[src/design/idp_pkg.sv]
`default_nettype none
package idp_pkg;

	localparam int Columns = 8;
	localparam int ActW = 8;
	localparam int WeightW = 8;
	localparam int ProdW = ActW + WeightW;
	localparam int SumW = 32;
	localparam int QDepth = 2;
	localparam int QPtrW = (QDepth > 1) ? $clog2(QDepth) : 1;
	localparam int QCntW = $clog2(QDepth + 1);
	localparam int AddrW = 3;
	localparam int DataW = 32;

	localparam logic RegAccMode = 1'b0;

	typedef logic signed [ProdW-1:0] prod_t;
	typedef logic signed [SumW-1:0] sum_t;
	typedef logic signed [WeightW-1:0] weight_t;

	typedef struct packed {
		prod_t [Columns-1:0] prod;
		logic clear;
		logic last;
	} step_t;

	typedef sum_t [Columns-1:0] sum_vec_t;

	typedef struct packed {
		logic valid;
		logic ready;
	} hs_t;

endpackage
`default_nettype wire

[src/design/idp_if.sv]
`default_nettype none
interface idp_in_if;
	logic valid;
	logic ready;
	logic signed [7:0] activation;
	logic signed [7:0] weight_0;
	logic signed [7:0] weight_1;
	logic signed [7:0] weight_2;
	logic signed [7:0] weight_3;
	logic signed [7:0] weight_4;
	logic signed [7:0] weight_5;
	logic signed [7:0] weight_6;
	logic signed [7:0] weight_7;
	logic first_of_run;
	logic last_of_run;

	modport source (output valid, activation, weight_0, weight_1, weight_2, weight_3,
		weight_4, weight_5, weight_6, weight_7, first_of_run, last_of_run, input ready);
	modport sink (input valid, activation, weight_0, weight_1, weight_2, weight_3,
		weight_4, weight_5, weight_6, weight_7, first_of_run, last_of_run, output ready);
endinterface

interface idp_out_if;
	logic valid;
	logic ready;
	logic signed [31:0] sum_0;
	logic signed [31:0] sum_1;
	logic signed [31:0] sum_2;
	logic signed [31:0] sum_3;
	logic signed [31:0] sum_4;
	logic signed [31:0] sum_5;
	logic signed [31:0] sum_6;
	logic signed [31:0] sum_7;

	modport source (output valid, sum_0, sum_1, sum_2, sum_3, sum_4, sum_5, sum_6, sum_7,
		input ready);
	modport sink (input valid, sum_0, sum_1, sum_2, sum_3, sum_4, sum_5, sum_6, sum_7,
		output ready);
endinterface
`default_nettype wire

[src/design/idp_front.sv]
`default_nettype none
module idp_front (
	input wire logic clk,
	input wire logic arst_n,
	input wire logic acc_mode,
	idp_in_if.sink din,
	output idp_pkg::step_t step,
	output logic step_valid,
	input wire logic step_ready
);
	import idp_pkg::*;

	weight_t [Columns-1:0] w;
	step_t step_s1;
	logic valid_s1;
	logic take;

	assign w = {din.weight_7, din.weight_6, din.weight_5, din.weight_4,
		din.weight_3, din.weight_2, din.weight_1, din.weight_0};

	assign din.ready = !valid_s1 || step_ready;
	assign take = din.valid && din.ready;

	always_ff @(posedge clk or negedge arst_n) begin
		if (!arst_n) begin
			valid_s1 <= 1'b0;
		end else if (din.ready) begin
			valid_s1 <= din.valid;
		end
	end

	always_ff @(posedge clk) begin
		if (take) begin
			for (int c = 0; c < Columns; c++) begin
				step_s1.prod[c] <= din.activation * w[c];
			end
			// mode only matters on a first step
			step_s1.clear <= din.first_of_run && !acc_mode;
			step_s1.last <= din.last_of_run;
		end
	end

	assign step = step_s1;
	assign step_valid = valid_s1;

endmodule
`default_nettype wire

[src/design/idp_queue.sv]
`default_nettype none
module idp_queue (
	input wire logic clk,
	input wire logic arst_n,
	input wire idp_pkg::step_t push_data,
	input wire idp_pkg::hs_t push_hs,
	output logic push_ready,
	output idp_pkg::step_t pop_data,
	output logic pop_valid,
	input wire logic pop_ready
);
	import idp_pkg::*;

	step_t mem_q [QDepth];
	logic [QPtrW-1:0] wr_ptr_q;
	logic [QPtrW-1:0] rd_ptr_q;
	logic [QCntW-1:0] count_q;
	logic push;
	logic pop;

	assign push_ready = count_q != QCntW'(QDepth);
	assign pop_valid = count_q != '0;
	assign push = push_hs.valid && push_hs.ready;
	assign pop = pop_valid && pop_ready;
	assign pop_data = mem_q[rd_ptr_q];

	always_ff @(posedge clk or negedge arst_n) begin
		if (!arst_n) begin
			wr_ptr_q <= '0;
			rd_ptr_q <= '0;
			count_q <= '0;
		end else begin
			if (push) begin
				wr_ptr_q <= (wr_ptr_q == QPtrW'(QDepth - 1)) ? '0 : wr_ptr_q + 1'b1;
			end
			if (pop) begin
				rd_ptr_q <= (rd_ptr_q == QPtrW'(QDepth - 1)) ? '0 : rd_ptr_q + 1'b1;
			end
			if (push && !pop) begin
				count_q <= count_q + 1'b1;
			end else if (pop && !push) begin
				count_q <= count_q - 1'b1;
			end
		end
	end

	always_ff @(posedge clk) begin
		if (push) begin
			mem_q[wr_ptr_q] <= push_data;
		end
	end

endmodule
`default_nettype wire

[src/design/idp_back.sv]
`default_nettype none
module idp_back (
	input wire logic clk,
	input wire logic arst_n,
	input wire idp_pkg::step_t step,
	input wire logic step_valid,
	output logic step_ready,
	idp_out_if.source dout
);
	import idp_pkg::*;

	sum_vec_t acc_q;
	sum_vec_t sum_q;
	sum_vec_t acc_nxt;
	logic out_valid_q;
	logic pop;

	assign step_ready = !step.last || !out_valid_q || dout.ready;
	assign pop = step_valid && step_ready;

	always_comb begin
		for (int c = 0; c < Columns; c++) begin
			acc_nxt[c] = (step.clear ? '0 : acc_q[c])
				+ {{(SumW - ProdW){step.prod[c][ProdW-1]}}, step.prod[c]};
		end
	end

	always_ff @(posedge clk or negedge arst_n) begin
		if (!arst_n) begin
			acc_q <= '0;
			out_valid_q <= 1'b0;
		end else begin
			if (pop) begin
				acc_q <= acc_nxt;
			end
			if (pop && step.last) begin
				out_valid_q <= 1'b1;
			end else if (dout.ready) begin
				out_valid_q <= 1'b0;
			end
		end
	end

	always_ff @(posedge clk) begin
		if (pop && step.last) begin
			sum_q <= acc_nxt;
		end
	end

	assign dout.valid = out_valid_q;
	assign dout.sum_0 = sum_q[0];
	assign dout.sum_1 = sum_q[1];
	assign dout.sum_2 = sum_q[2];
	assign dout.sum_3 = sum_q[3];
	assign dout.sum_4 = sum_q[4];
	assign dout.sum_5 = sum_q[5];
	assign dout.sum_6 = sum_q[6];
	assign dout.sum_7 = sum_q[7];

endmodule
`default_nettype wire

[src/design/int8_dot_product_1x8_accumulator.sv]
// channel | dir | handshake     | payload
// din     | in  | valid/ready   | activation, weight_0..weight_7, first_of_run, last_of_run
// dout    | out | valid/ready   | sum_0..sum_7
// apb     | in  | psel/penable  | paddr, pwdata, prdata (accumulate_mode at 0x0)
//
// One item per cycle sustained while dout does not stall; an accepted din item passes the
// product register, then the queue, then the output register before dout valid rises.
// arst_n clears the accumulators, queue and mode register.
// A 2-entry queue between front and back lets each side stall on its own;
// dout stalls back up into din only once the queue is full.
`default_nettype none
module int8_dot_product_1x8_accumulator (
	input wire logic clk,
	input wire logic arst_n,
	input wire logic psel,
	input wire logic penable,
	input wire logic pwrite,
	input wire logic [idp_pkg::AddrW-1:0] paddr,
	input wire logic [idp_pkg::DataW-1:0] pwdata,
	output logic [idp_pkg::DataW-1:0] prdata,
	output logic pready,
	idp_in_if.sink din,
	idp_out_if.source dout
);
	import idp_pkg::*;

	logic acc_mode_q;
	logic reg_sel;
	step_t f_step;
	step_t q_step;
	logic f_valid;
	logic q_push_ready;
	logic q_valid;
	logic b_ready;
	hs_t push_hs;

	assign pready = 1'b1;
	assign reg_sel = paddr[AddrW-1] == RegAccMode;
	assign prdata = reg_sel ? {{(DataW - 1){1'b0}}, acc_mode_q} : '0;

	always_ff @(posedge clk or negedge arst_n) begin
		if (!arst_n) begin
			acc_mode_q <= 1'b0;
		end else if (psel && penable && pwrite && pready && reg_sel) begin
			acc_mode_q <= pwdata[0];
		end
	end

	assign push_hs = '{valid: f_valid, ready: q_push_ready};

	idp_front u_front (
		.clk(clk),
		.arst_n(arst_n),
		.acc_mode(acc_mode_q),
		.din(din),
		.step(f_step),
		.step_valid(f_valid),
		.step_ready(q_push_ready)
	);

	idp_queue u_queue (
		.clk(clk),
		.arst_n(arst_n),
		.push_data(f_step),
		.push_hs(push_hs),
		.push_ready(q_push_ready),
		.pop_data(q_step),
		.pop_valid(q_valid),
		.pop_ready(b_ready)
	);

	idp_back u_back (
		.clk(clk),
		.arst_n(arst_n),
		.step(q_step),
		.step_valid(q_valid),
		.step_ready(b_ready),
		.dout(dout)
	);

endmodule
`default_nettype wire

[src/flat_wrapper.sv]
// flat-port wrapper written by rule: the top's interface ports become plain ports
module int8_dot_product_1x8_accumulator_flat import idp_pkg::*;
  (clk, arst_n, psel, penable, pwrite, paddr, pwdata, prdata, pready, din_valid, din_activation, din_weight_0, din_weight_1, din_weight_2, din_weight_3, din_weight_4, din_weight_5, din_weight_6, din_weight_7, din_first_of_run, din_last_of_run, din_ready, dout_valid, dout_sum_0, dout_sum_1, dout_sum_2, dout_sum_3, dout_sum_4, dout_sum_5, dout_sum_6, dout_sum_7, dout_ready);
  idp_in_if din_i ();
  idp_out_if dout_i ();
  input wire logic clk;
  input wire logic arst_n;
  input wire logic psel;
  input wire logic penable;
  input wire logic pwrite;
  input wire logic [idp_pkg::AddrW-1:0] paddr;
  input wire logic [idp_pkg::DataW-1:0] pwdata;
  output logic [idp_pkg::DataW-1:0] prdata;
  output logic pready;
  input wire logic [$bits(din_i.valid)-1:0] din_valid;
  input wire logic [$bits(din_i.activation)-1:0] din_activation;
  input wire logic [$bits(din_i.weight_0)-1:0] din_weight_0;
  input wire logic [$bits(din_i.weight_1)-1:0] din_weight_1;
  input wire logic [$bits(din_i.weight_2)-1:0] din_weight_2;
  input wire logic [$bits(din_i.weight_3)-1:0] din_weight_3;
  input wire logic [$bits(din_i.weight_4)-1:0] din_weight_4;
  input wire logic [$bits(din_i.weight_5)-1:0] din_weight_5;
  input wire logic [$bits(din_i.weight_6)-1:0] din_weight_6;
  input wire logic [$bits(din_i.weight_7)-1:0] din_weight_7;
  input wire logic [$bits(din_i.first_of_run)-1:0] din_first_of_run;
  input wire logic [$bits(din_i.last_of_run)-1:0] din_last_of_run;
  output wire logic [$bits(din_i.ready)-1:0] din_ready;
  output wire logic [$bits(dout_i.valid)-1:0] dout_valid;
  output wire logic [$bits(dout_i.sum_0)-1:0] dout_sum_0;
  output wire logic [$bits(dout_i.sum_1)-1:0] dout_sum_1;
  output wire logic [$bits(dout_i.sum_2)-1:0] dout_sum_2;
  output wire logic [$bits(dout_i.sum_3)-1:0] dout_sum_3;
  output wire logic [$bits(dout_i.sum_4)-1:0] dout_sum_4;
  output wire logic [$bits(dout_i.sum_5)-1:0] dout_sum_5;
  output wire logic [$bits(dout_i.sum_6)-1:0] dout_sum_6;
  output wire logic [$bits(dout_i.sum_7)-1:0] dout_sum_7;
  input wire logic [$bits(dout_i.ready)-1:0] dout_ready;
  assign din_i.valid = din_valid;
  assign din_i.activation = din_activation;
  assign din_i.weight_0 = din_weight_0;
  assign din_i.weight_1 = din_weight_1;
  assign din_i.weight_2 = din_weight_2;
  assign din_i.weight_3 = din_weight_3;
  assign din_i.weight_4 = din_weight_4;
  assign din_i.weight_5 = din_weight_5;
  assign din_i.weight_6 = din_weight_6;
  assign din_i.weight_7 = din_weight_7;
  assign din_i.first_of_run = din_first_of_run;
  assign din_i.last_of_run = din_last_of_run;
  assign din_ready = din_i.ready;
  assign dout_valid = dout_i.valid;
  assign dout_sum_0 = dout_i.sum_0;
  assign dout_sum_1 = dout_i.sum_1;
  assign dout_sum_2 = dout_i.sum_2;
  assign dout_sum_3 = dout_i.sum_3;
  assign dout_sum_4 = dout_i.sum_4;
  assign dout_sum_5 = dout_i.sum_5;
  assign dout_sum_6 = dout_i.sum_6;
  assign dout_sum_7 = dout_i.sum_7;
  assign dout_i.ready = dout_ready;
  int8_dot_product_1x8_accumulator u_core (.clk(clk), .arst_n(arst_n), .psel(psel), .penable(penable), .pwrite(pwrite), .paddr(paddr), .pwdata(pwdata), .prdata(prdata), .pready(pready), .din(din_i), .dout(dout_i));
endmodule
[config.mk]
export PLATFORM = sky130hd
export DESIGN_NAME = int8_dot_product_1x8_accumulator_flat
export DESIGN_NICKNAME = d
export VERILOG_FILES = /design/src/design/idp_pkg.sv /design/src/design/idp_if.sv /design/src/design/idp_front.sv /design/src/design/idp_queue.sv /design/src/design/idp_back.sv /design/src/design/int8_dot_product_1x8_accumulator.sv /design/src/flat_wrapper.sv
export SDC_FILE = /design/constraint.sdc
export NUM_CORES = 2
export LEC_CHECK = 0
export BUFFER_PORTS_ARGS = -buffer_cell sky130_fd_sc_hd__buf_2
export CAP_MARGIN = 25
export CORE_MARGIN = 3
export CORE_UTILIZATION = 40
export CTS_CLUSTER_SIZE = 28
export DETAILED_ROUTE_END_ITERATION = 7
export PLACE_DENSITY_LB_ADDON = 0.25
export SYNTH_ARGS = -nofsm -noshare
export SYNTH_HDL_FRONTEND = slang
export SYNTH_SLANG_ARGS = --single-unit
[constraint.sdc]
create_clock -name clk -period 11.9 [get_ports clk]
set_input_delay 1.19 -clock clk [delete_from_list [all_inputs] [get_ports clk]]
set_output_delay 1.19 -clock clk [all_outputs]
set_load 0.01 [all_outputs]
==> impl_results.html <==
<table>
<tr><th>Metric</th><th>Value</th></tr>
<tr><th colspan="2">Yosys</th></tr>
<tr><td>Part of the Yosys area used for sequential elements</td><td>about two fifths</td></tr>
<tr><td>Mean instance size in the synthesized netlist</td><td>10.6 um^2</td></tr>
<tr><td>Unique cell type count in the Yosys netlist</td><td>86</td></tr>
<tr><td>Most frequent cell after synthesis</td><td>nand2_1</td></tr>
<tr><td>Number of standard cells after synthesis</td><td>6129</td></tr>
<tr><td>Synth async-reset ratio</td><td>28.9%</td></tr>
<tr><td>Yosys warning total</td><td>0</td></tr>
<tr><td>Yosys top cell by area</td><td>edfxtp_1</td></tr>
<tr><td>Flip-flop cell with the highest count after synthesis</td><td>edfxtp_1</td></tr>
<tr><td>Number of enable flip-flop cells after synthesis</td><td>646</td></tr>
<tr><td>Yosys top cell area share</td><td>29.7%</td></tr>
<tr><td>Top cells by count, synth</td><td>nand2_1, inv_1, edfxtp_1</td></tr>
<tr><td>Cells taking the most area after synthesis</td><td>edfxtp_1, fa_1, dfrtp_1, ha_1, and2_1</td></tr>
<tr><td>Area of the mapped netlist</td><td>approximately 65000 um^2</td></tr>
<tr><td>Yosys reg bits</td><td>909</td></tr>
<tr><th colspan="2">Detailed routing</th></tr>
<tr><td>Starting DRC count in detailed routing</td><td>2348</td></tr>
<tr><td>WL/cell</td><td>between 15 and 20 um</td></tr>
<tr><td>Total Wirelength</td><td>~150000 um</td></tr>
<tr><td>Pre-Repair DR Iteration Count</td><td>7</td></tr>
<tr><td>Ratio of routed vias to standard cells</td><td>roughly 5.0</td></tr>
<tr><td>Routed Antenna Nets</td><td>0</td></tr>
<tr><td>Detailed-route DRC error count</td><td>0</td></tr>
<tr><td>Via count of the routed design</td><td>43.3k</td></tr>
<tr><th colspan="2">Floorplan</th></tr>
<tr><td>Horizontal die dimension</td><td>410 um</td></tr>
<tr><td>Initial Util</td><td>40.5%</td></tr>
<tr><td>Die area</td><td>168000 um^2</td></tr>
<tr><td>Die height</td><td>410 um</td></tr>
<tr><td>Total I/O pin count</td><td>~400</td></tr>
<tr><td>Core region area</td><td>161000 um^2</td></tr>
<tr><td>Row count</td><td>147</td></tr>
<tr><th colspan="2">Setup path</th></tr>
<tr><td>Required time of the critical path</td><td>12.35 ns</td></tr>
<tr><td>Buf/Inv on CP</td><td>5</td></tr>
<tr><td>Startpoint class of the critical path</td><td>input pin</td></tr>
<tr><td>Class of the most critical setup path</td><td>input pin to flop</td></tr>
<tr><td>CP endpoint kind</td><td>flop</td></tr>
<tr><td>CP delay by family, top</td><td>adder cells</td></tr>
<tr><td>Critical path cell sequence</td><td>buf_2 &gt; buf_4 &gt; nand2_1 &gt; fa_1 &gt; inv_1 &gt; fa_1 &gt; fa_1 &gt; inv_1 &gt; fa_1 &gt; inv_1 &gt; ha_1 &gt; a21boi_0 &gt; o21ai_0 &gt; a21boi_0 &gt; o21ai_0 &gt; a21boi_0 &gt; nor4_1 &gt; a311o_1</td></tr>
<tr><td>Data arrival, critical path</td><td>6.67 ns</td></tr>
<tr><td>Most used cell, CP</td><td>fa_1</td></tr>
<tr><td>Maximum fanout count along the critical path</td><td>40</td></tr>
<tr><td>Cell type of the slowest stage on the worst timing path</td><td>fa_1</td></tr>
<tr><td>Biggest cell delay along the critical path</td><td>0.56 ns</td></tr>
<tr><th colspan="2">Timing</th></tr>
<tr><td>Number of pins with negative max-slew slack in the final report</td><td>0</td></tr>
<tr><td>Achievable clock frequency</td><td>0.161 GHz</td></tr>
<tr><td>Final worst-path cycle share</td><td>52.3%</td></tr>
<tr><td>Minimum clock period</td><td>6.22 ns</td></tr>
<tr><td>Final number of hold-violating endpoints</td><td>0</td></tr>
<tr><td>RSZ-0062 raised after global routing</td><td>false</td></tr>
<tr><td>Setup clock skew after layout</td><td>0.0500 ns</td></tr>
<tr><td>Transition time at the pin with the least slew margin</td><td>1.01 ns</td></tr>
<tr><td>Final setup violating endpoints</td><td>0</td></tr>
<tr><td>Worst max-slew margin expressed relative to the limit</td><td>32.4%</td></tr>
<tr><td>Fin Setup TNS</td><td>0 ns</td></tr>
<tr><th colspan="2">CTS</th></tr>
<tr><td>Number of instances resized during post-cts repair</td><td>0</td></tr>
<tr><td>H-tree levels</td><td>3</td></tr>
<tr><td>Clock tree from TritonCTS</td><td>yes</td></tr>
<tr><td># clock sinks</td><td>909</td></tr>
<tr><td>Number of hold-repair buffers added at the cts stage</td><td>0</td></tr>
<tr><td>Number of buffers between clock root and the deepest sink</td><td>3</td></tr>
<tr><td>Buffer count from post-CTS setup fixing</td><td>0</td></tr>
<tr><td>CTS Root Cell</td><td>clkbuf_16</td></tr>
<tr><td>Clock insertion delay at the later pin of the skew report</td><td>between 0.7 and 0.8 ns</td></tr>
<tr><td>Total CTS buffers</td><td>99</td></tr>
<tr><td>Clock slew at the register clock pins of the worst setup and hold paths</td><td>~0.060 ns</td></tr>
<tr><th colspan="2">Outcome</th></tr>
<tr><td>Run status</td><td>complete, no violations</td></tr>
<tr><th colspan="2">Global routing</th></tr>
<tr><td>Global-route usage over all layers</td><td>17.7%</td></tr>
<tr><td>Antenna violations before repair</td><td>45</td></tr>
<tr><td>Vias in the first global route</td><td>44.2k</td></tr>
<tr><td>Global-route wire length before repair</td><td>about 240000 um</td></tr>
<tr><td>Maximum number of pins on one net before global-route repair</td><td>164</td></tr>
<tr><td>Aggregate global routing overflow</td><td>0</td></tr>
<tr><th colspan="2">Layout</th></tr>
<tr><td>Fraction of final layout cells with drive strength greater than 1</td><td>11.9%</td></tr>
<tr><td>Total number of nets in the final design</td><td>7453</td></tr>
<tr><td>Post-synthesis to final-layout area growth</td><td>11.1%</td></tr>
<tr><th colspan="2">Placement</th></tr>
<tr><td>IO Port Bufs</td><td>roughly 340</td></tr>
<tr><td>Routability-driven placement congestion ratio</td><td>approximately 0.86</td></tr>
<tr><td>HPWL reported at the end of detailed placement</td><td>107000 um</td></tr>
<tr><th colspan="2">Min path</th></tr>
<tr><td>Hold/Removal Path Class</td><td>flop to flop</td></tr>
<tr><th colspan="2">Job</th></tr>
<tr><td>Max-cap check violation count</td><td>0</td></tr>
</table>
[per-layer routing]
| metal | track usage (%) | part of all wire (%) |
|---|---|---|
| met1 | 24.6 | 47 |
| met4 | 4.34 | 1.9 |
| met3 | 3.43 | 5.5 |
| met2 | 28.5 | 46 |
| met5 | 0 | 0.13 |
[per-stage QoR]
step	instance area (um^2)	util [%]	hold slack (ns)	instances	worst slack (ns)
floorplan	65400	-	0.421	6159	2.76
global placement	69200	42.9	0.423	8467	5.10
detailed placement	69200	42.9	0.430	8467	5.04
CTS	72500	44.9	0.405	8655	5.81
global route	72500	45.0	0.429	8659	5.28
finish	72500	45.0	0.408	8670	5.68
[worst reg2reg max path: cells and delay by family, from the launching register on]
kind | cells | cell delay (ns)
compound gates | 8 | 2.43
xor+xnor | 1 | 0.18
fa+ha+maj | 1 | 0.45
buf+inv | 2 | 1.47
flops | 1 | 0.71
mux | 1 | 0.52
[flip-flops by register name, indices dropped and copies added (netlist names)]
register / count
u_core.u_back.dout.sum_6: 32
u_core.acc_mode_q: 1
u_core.u_back.dout.sum_4: 32
u_core.u_back.dout.sum_1: 32
u_core.u_back.dout.sum_7: 32
u_core.u_queue.rd_ptr_q: 1
u_core.u_back.dout.valid: 1
u_core.u_back.dout.sum_0: 32
u_core.u_back.dout.sum_3: 32
u_core.u_queue.count_q: 2
u_core.u_back.dout.sum_5: 32
u_core.u_front.step_valid: 1
u_core.u_back.acc_q: 256
u_core.u_queue.wr_ptr_q: 1
u_core.u_back.dout.sum_2: 32
u_core.u_front.step: 130
u_core.u_queue.mem_q: 260
[kinds of logic (layout without fill, tap and decap cells)]
group	count (synthesis)	in the layout	share of synthesized area (%)
AOI/OAI and AO/OA	861	861	8.69
xor gates and xnor gates	349	349	4.71
adders and majority gates	929	929	23.0
buffers and inverters	952	1288	5.67
DFF	909	909	39.8
muxes	215	215	3.69
other	2	47	0.0115
and+or+nand+nor	1912	1912	14.5
[worst paths after layout]
check	startpoint	to	slack [ns]	cells after the start
max	din_activation[6]	u_core.u_front.step[64]	5.68	18
max reg2reg	u_core.u_queue.rd_ptr_q	u_core.u_back.dout.sum_3[30]	5.92	13
max in group asynchronous	arst_n	u_core.u_back.acc_q[205]	9.95	2
min reg2reg	u_core.u_front.step[66]	u_core.u_queue.mem_q[0][66]	0.41	0
min in group asynchronous	arst_n	u_core.u_back.acc_q[169]	0.45	1
min	u_core.u_front.step[66]	u_core.u_queue.mem_q[0][66]	0.41	0
[cell usage in the layout (no fill, tap or decap), drive strengths merged, types with 9 or more instances in the layout]
cell type and count:
a2111oi 9, a211oi 22, a21boi 28, a21o 165, a21oi 240, a221oi 12
a31oi 38, a41oi 16, and2 601, and3 30, buf 374, bufinv 11
clkbuf 124, clkinv 40, conb 32, dfrtp 263, diode 15, edfxtp 646
fa 448, ha 481, inv 732, mux2 206, mux2i 9, nand2 809
nand2b 30, nand3 68, nand4 33, nor2 169, nor2b 83, nor3 40
o211ai 16, o21a 22, o21ai 157, o21bai 36, o31ai 17, or2 9
xnor2 253, xor2 95
[layout make-up]
type	instances	area, um^2
Multi-Input combinational cell	4298	35700
Inverter	726	2730
Tap cell	2160	2700
Antenna cell	15	37.5
Clock buffer	124	2620
Fill cell	15200	88800
Clock inverter	64	728
Timing Repair Buffer	374	1990
Sequential cell	909	26000
Power is not shown: default switching activity piles up to over one toggle a cycle in this logic, so the estimate is an artifact.
